--- src/rtl/core/bloom_filter_probe_engine_defines.svh ---
// Assertion macros for the bloom filter probe engine.
`ifndef BLOOM_FILTER_PROBE_ENGINE_DEFINES_SVH
`define BLOOM_FILTER_PROBE_ENGINE_DEFINES_SVH

// Same-cycle implication, checked on clk_i, off while rst_ni is low.
`define BFPE_ASSERT_NOW(lbl, ante, cons) \
  lbl: assert property (@(posedge clk_i) disable iff (!rst_ni) (ante) |-> (cons)) \
    else $error("bfpe assertion failed");

// Next-cycle implication, checked on clk_i, off while rst_ni is low.
`define BFPE_ASSERT_NEXT(lbl, ante, cons) \
  lbl: assert property (@(posedge clk_i) disable iff (!rst_ni) (ante) |=> (cons)) \
    else $error("bfpe assertion failed");

`endif

--- src/rtl/core/bfpe_pkg.sv ---
// Shared widths, register indexes and defaults of the bloom filter probe engine.
package bfpe_pkg;

  localparam int HASH_W      = 32;
  localparam int NBITS_W     = 17;
  localparam int NHASH_W     = 6;
  localparam int COUNT_W     = 32;
  localparam int BYTE_W      = 8;

  // Remainder unit: quotient bits retired per cycle.
  localparam int MOD_DIGIT_W = 4;
  localparam int MOD_STEPS   = HASH_W / MOD_DIGIT_W;
  localparam int MOD_CNT_W   = $clog2(MOD_STEPS);

  localparam int CFG_IDX_W   = 4;
  localparam int CFG_DATA_W  = 32;

  typedef enum logic [CFG_IDX_W-1:0] {
    CFG_NUM_BITS   = 4'd0,
    CFG_NUM_HASHES = 4'd1
  } cfg_reg_e;

  localparam int DEF_NUM_BITS   = 65536;
  localparam int DEF_NUM_HASHES = 7;
  localparam int DEF_MAX_BITS   = 65536;
  localparam int DEF_MAX_HASHES = 32;

endpackage

--- src/rtl/core/bfpe_mod_unit.sv ---
// Iterative remainder unit: 32-bit dividend mod a 17-bit modulus, a few bits per cycle.
module bfpe_mod_unit (
  input  logic                         clk_i,
  input  logic                         rst_ni,
  input  logic                         start_i,
  input  logic [bfpe_pkg::HASH_W-1:0]  dividend_i,
  input  logic [bfpe_pkg::NBITS_W-1:0] modulus_i,
  output logic                         done_o,
  output logic [bfpe_pkg::NBITS_W-1:0] rem_o
);

  logic [bfpe_pkg::HASH_W-1:0]    div_q, div_d;
  logic [bfpe_pkg::NBITS_W-1:0]   rem_q, rem_d;
  logic [bfpe_pkg::MOD_CNT_W-1:0] cnt_q;
  logic                           busy_q;
  logic                           done_q;
  logic                           last_step;

  assign last_step = (cnt_q == bfpe_pkg::MOD_CNT_W'(bfpe_pkg::MOD_STEPS - 1));

  // Restoring division over one digit: shift in a bit, subtract when it fits.
  always_comb begin
    logic [bfpe_pkg::NBITS_W:0] part;
    logic [bfpe_pkg::NBITS_W-1:0] r;
    r = rem_q;
    for (int j = 0; j < bfpe_pkg::MOD_DIGIT_W; j++) begin
      part = {r, div_q[bfpe_pkg::HASH_W-1-j]};
      if (part >= {1'b0, modulus_i}) begin
        part = part - {1'b0, modulus_i};
      end
      r = part[bfpe_pkg::NBITS_W-1:0];
    end
    rem_d = r;
    div_d = div_q << bfpe_pkg::MOD_DIGIT_W;
  end

  always_ff @(posedge clk_i or negedge rst_ni) begin
    if (!rst_ni) begin
      busy_q <= 1'b0;
      done_q <= 1'b0;
      cnt_q  <= '0;
    end else begin
      done_q <= busy_q && last_step;
      if (start_i) begin
        busy_q <= 1'b1;
        cnt_q  <= '0;
      end else if (busy_q) begin
        cnt_q <= cnt_q + 1'b1;
        if (last_step) begin
          busy_q <= 1'b0;
        end
      end
    end
  end

  always_ff @(posedge clk_i) begin
    if (start_i) begin
      div_q <= dividend_i;
      rem_q <= '0;
    end else if (busy_q) begin
      div_q <= div_d;
      rem_q <= rem_d;
    end
  end

  assign done_o = done_q;
  assign rem_o  = rem_q;

endmodule

--- config.mk ---
export PLATFORM = sky130hd
export DESIGN_NAME = bfpe_mod_unit
export DESIGN_NICKNAME = d
export VERILOG_FILES = /design/src/rtl/core/bloom_filter_probe_engine_defines.svh /design/src/rtl/core/bfpe_pkg.sv /design/src/rtl/core/bfpe_mod_unit.sv
export SDC_FILE = /design/constraint.sdc
export NUM_CORES = 1
export LEC_CHECK = 0
export ABC_AREA = 0
export BUFFER_PORTS_ARGS = -buffer_cell sky130_fd_sc_hd__buf_2
export CORE_ASPECT_RATIO = 1.25
export CORE_MARGIN = 10
export CORE_UTILIZATION = 55
export CTS_BUF_LIST = sky130_fd_sc_hd__clkbuf_8
export DETAILED_ROUTE_END_ITERATION = 8
export PLACE_DENSITY_LB_ADDON = 0.3
export SETUP_SLACK_MARGIN = 0.02
export SYNTH_ARGS = -nofsm -noshare
export SYNTH_HDL_FRONTEND = slang
export SYNTH_SLANG_ARGS = --single-unit
--- constraint.sdc ---
create_clock -name clk_i -period 9.9 [get_ports clk_i]
set_input_delay 1.485 -clock clk_i [delete_from_list [all_inputs] [get_ports clk_i]]
set_output_delay 1.485 -clock clk_i [all_outputs]
set_load 0.02 [all_outputs]
# [After elaboration in Yosys (flattened, before gate mapping)]
# Cells that the tools add are included.
[classes] add_sub_neg=5 order_cmp=4 eq_ne=1 mux=11 reduce_logical=2
[ops] cell="18-bit by 17-bit >= comparator with 1-bit output" n=4
[ops] cell="17-bit 2-to-1 mux" n=4
[ops] cell="17-bit subtractor" n=4
[ops] cell="32-bit 2-to-1 mux" n=2
[ops] cell="3-bit 2-to-1 mux" n=2
[ops] cell="3-bit by 1-bit adder with 3-bit output (second input constant)" n=1
[ops] cell="3-bit == test (second input constant)" n=1
[ops] cell="1-bit 2-to-1 mux" n=3
[ops] cell="2-bit nonzero test" n=1
[ops] cell="1-bit logical AND" n=1
[totals] register_bits=54 out_inout_bits=18

# [Logic depth before layout (Yosys ltp)]
[logic_depth] ltp_word=8 mapped_depth=50

# [Worst setup path before layout]
# OpenSTA, ideal clock, no wires.
[synth_timing] kind="input port to flip-flop" startpoint="input modulus_i[0] (netlist bit)" endpoint="register rem_q (netlist bit rem_o[2])" setup_ns=0.122 arrival_time_ns=10.699 required_time_ns=9.778 setup_slack_ns=-0.921 cell_stages=45 n_path_buf=5 path_cell_list="ha_1 > inv_1 > fa_1 > a211oi_2 > o21ai_2 > a21oi_2 > o211a_1 > and2_1 > buf_2 > buf_1 > mux2i_1 > inv_1 > ha_1 > nand4_1 > a211oi_1 > o31ai_1 > a31oi_1 > a311oi_1 > (+9 left out) > nand2b_1 > o41a_1 > or3_4 > nand2_2 > buf_4 > o21ai_0 > fa_1 > a21o_1 > a21oi_1 > o21ai_0 > a211oi_1 > nor3_1 > o2111ai_1 > a21oi_1 > a211oi_1 > o211ai_4 > and3_1 > a311o_1"
[synth_via] elab_chain_cells=8
[synth_rtl] element="start: declaration" line="bfpe_mod_unit.sv:7" text="input logic [bfpe_pkg::NBITS_W-1:0] modulus_i,"
[synth_rtl] element="17-bit subtractor / 18-bit by 17-bit >= comparator with 1-bit output (equally long branches)" line="bfpe_mod_unit.sv:29, bfpe_mod_unit.sv:28"
[synth_rtl] element="17-bit 2-to-1 mux" line="bfpe_mod_unit.sv:28" text="if (part >= {1'b0, modulus_i}) begin"
[synth_rtl] element="17-bit subtractor / 18-bit by 17-bit >= comparator with 1-bit output (equally long branches)" line="bfpe_mod_unit.sv:29, bfpe_mod_unit.sv:28"
[synth_rtl] element="17-bit 2-to-1 mux" line="bfpe_mod_unit.sv:28"
[synth_rtl] element="18-bit by 17-bit >= comparator with 1-bit output / 17-bit subtractor (equally long branches)" line="bfpe_mod_unit.sv:28, bfpe_mod_unit.sv:29"
[synth_rtl] element="17-bit 2-to-1 mux" line="bfpe_mod_unit.sv:28"
[synth_rtl] element="17-bit subtractor / 18-bit by 17-bit >= comparator with 1-bit output (equally long branches)" line="bfpe_mod_unit.sv:29, bfpe_mod_unit.sv:28"
[synth_rtl] element="17-bit 2-to-1 mux *" line="bfpe_mod_unit.sv:28"
[synth_rtl] element="end signal: assignment" line="bfpe_mod_unit.sv:62" text="rem_q <= rem_d;"
[synth_rtl] element="end: declaration" line="bfpe_mod_unit.sv:13" text="logic [bfpe_pkg::NBITS_W-1:0] rem_q, rem_d;"
# Mark *: on every way between the ends. The rest lies on a longest branch, timed or not.
# A chain may end at the register's enable or synchronous reset.

# [Worst setup path after layout]
[layout_timing] startpoint="input modulus_i[5] (netlist bit)" endpoint="register rem_q (netlist bit rem_o[3])"
# The elaborated chain is that of the path after synthesis.

==> results.tsv <==
stage	metric	value	unit
synthesis	synth.avg_cell_area	8.462	sq um
clocking	cts_buffer_depth	2	
synthesis	yosys_warnings	0	
placed_design	postPlaceCellArea	8347	sq um
die	row_count	43	
status	violations	DRC, setup timing	
min_path	hold_end	cnt_q[1]$_DFFE_PN0P_	
finish	final_cells	1240	
synthesis	synth-seq-cells	54	
finish	multi_input_area	5260	sq um
sta	maxSlewViolCount	0	
clocking	clock-sinks	54	
setup_path	critPathMaxStageDelay	1.10	ns
synthesis	synth_top_cell_area_share	15.45	%
grt	grt_max_degree	57	
detailed_routing	vias	8608	
placed_design	gp_congestion	0.9641	
grt	overflow	0	
setup_path	critical_path.max_fanout	8	
grt	antenna_found_initial	1	
sta	finalSetupViolations	17	
finish	seq_area	1426	sq um
finish	layout_commonest_cell	buf_4	
sta	skew	0.01328	ns
synthesis	ys_async_sr_fraction	9.259	%
setup_path	reg2reg_to	rem_o[3]$_SDFFE_PP0P_	
finish	design_area	9975	sq um
finish	drive_gt1_share	51.95	%
setup_path	slowest_stage	a2111oi_1	
synthesis	synth_edf_count	32	
detailed_routing	antenna_left	0	
placed_design	portBuffers	69	
setup_path	cp-start-kind	input pin	
setup_path	rrSetupSlack	-0.39	ns
sta	post-route-worst-setup-slack	-1.068	ns
synthesis	synth_nets	861	
grt	grt_pass1_vias	8121	
placed_design	dp_hpwl	17.58	mm
setup_path	critPathArrivalTime	11.16	ns
min_path	hp-start	cnt_q[1]$_DFFE_PN0P_	
clocking	cts_tree	yes	
finish	final_cell_mix	305 x buf_4, 68 x buf_2, 55 x ha_1	
synthesis	yosys.cell_types.count	73	
synthesis	syn_inst	735	
sta	fmax	91.17	MHz
finish	fill_cells	498	
synthesis	ys_seq_area_share	22.93	%
sta	finalHoldViolCount	0	
sta	grt_setup_unrepaired	yes	
die	dieHeight	138.9	um
die	start_util	56.12	%
synthesis	synth_area_leader_cell	edfxtp_1	
sta	maxSlewHeadroom	8.371	%
min_path	hold_path_class	flip-flop to flip-flop	
synthesis	synth_ff_type	edfxtp_1	
detailed_routing	drt_first_iter_violations	1471	
detailed_routing	wirelength	33.29	mm
synthesis	yosys-top-cells-area	edfxtp_1 15%, ha_1 14%, mux2_2 6.5%, dfxtp_1 5.5%, xnor2_1 4.8%	
setup_path	crit-reg2reg-launch	div_q[31]$_DFFE_PP_	
finish	fin_util	90.00	%
grt	grt_pass1_wl	41.72	mm
setup_path	critPathMostFrequentCell	a21oi_2	
die	dieWidth	115.1	um
sta	tightestPinTransition	1.374	ns
clocking	clk-insertion-delay-late	0.33	ns
grt	grt_usage	32.41	%
clocking	cts.clk_slew.worst_paths	0.11	ns
clocking	htree_levels	2	
job	maxCapViolations	0	
detailed_routing	wl_per_cell	26.85	um
setup_path	setup.worst_path.end_class	flip-flop	
min_path	hold_path_depth	2	
setup_path	path_class	input pin to flip-flop	
setup_path	reg2regPathDepth	44	
detailed_routing	via_per_inst	6.942	
die	die-area	15990	sq um
sta	period_minus_slack	10.97	ns
finish	syn_to_final_growth	60.37	%
synthesis	netlist_area	6220	sq um
setup_path	cp.required	10.09	ns
detailed_routing	route.detailed.drc	32	
clocking	cts_root_buf	clkbuf_8	
clocking	cts_buffers	5	
placed_design	pre_cts_ws	-0.8635	ns
finish	fin_nets	1230	
sta	period_share	110.8	%
status	status	complete, but fails checks	
finish	diodes	0	
die	io_pins	70	
detailed_routing	dr.pass1.iters	9	
placed_design	dp_cells	1131	
die	coreArea	11080	sq um
sequential cells by signal, summed over array words and instances (netlist names):
| signal | cells |
|---|---|
| rem_o | 17 |
| cnt_q | 3 |
| done_o | 1 |
| busy_q | 1 |
| div_q | 32 |
worst max path at each step:
stage                 startpoint                     to  slack, ns  depth (start not counted)
floorplan           modulus_i[0]  rem_o[2]$_SDFFE_PP0P_       0.04                         45
global placement    modulus_i[0]  rem_o[1]$_SDFFE_PP0P_      -0.49                         46
detailed placement  modulus_i[0]  rem_o[9]$_SDFFE_PP0P_      -0.86                         49
CTS                 modulus_i[0]  rem_o[6]$_SDFFE_PP0P_       0.02                         47
global route        modulus_i[0]  rem_o[3]$_SDFFE_PP0P_      -1.34                         49
finish              modulus_i[5]  rem_o[3]$_SDFFE_PP0P_      -1.07                         43
cells by family (layout without fill, tap and decap cells):
logic type	after synthesis	count (layout)	share of synthesized area (%)
AOI/OAI and AO/OA	204	205	22.43
xor gates and xnor gates	53	53	7.463
adders and majority gates	74	74	15.37
buffers and inverters	74	443	4.868
DFF	54	54	22.93
muxes	60	60	10.40
and+or+nand+nor	216	216	16.54
Yosys cell counts, drive strengths merged, types with 23 or more instances:
master / number
nor3: 23
o21ai: 33
nor2: 63
ha: 70
xnor2: 34
edfxtp: 32
mux2: 37
a21oi: 58
inv: 47
mux2i: 23
nand2: 56
critical path: cells and delay by family:
kind,cells,cell delay (ns)
multiplexers,1,0.31
adder cells (fa/ha/maj),4,1.17
AND/OR/NAND/NOR,8,1.93
buffers and inverters,9,1.30
XOR/XNOR,1,0.16
AO/OA/AOI/OAI,20,4.79
timing repair:
action                     4_1_cts  5_1_grt
setup buffers                   77       26
resized for setup               71       89
pin swaps                       44       69
setup endpoints to repair       17       17
hold buffers                     0        0
cloned                           1        0
layout make-up:
cell class	count	area share [%]
multi-input cells	608	52.73
repair buffers	388	28.52
flip-flops and latches	54	14.30
inverters	47	1.769
well taps	135	1.693
clock buffers	5	0.6899
clock inverters	3	0.2885
routing by layer:
metal	up-vias	track usage, %	part of all wire, %
li1	3461	-	-
met1	3856	35.27	32
met2	900	53.65	44
met3	389	8.268	14
met4	2	21.28	10
met5	-	0	0.033
per-stage QoR:
step                hold slack (ns)  TNS [ns]
floorplan                    0.4905         0
global placement             0.5073    -7.666
detailed placement           0.5222    -13.44
CTS                          0.5466         0
global route                 0.5774    -21.79
finish                       0.5415    -16.96
Power is not shown: default switching activity piles up to over one toggle a cycle in this logic, so the estimate is an artifact.
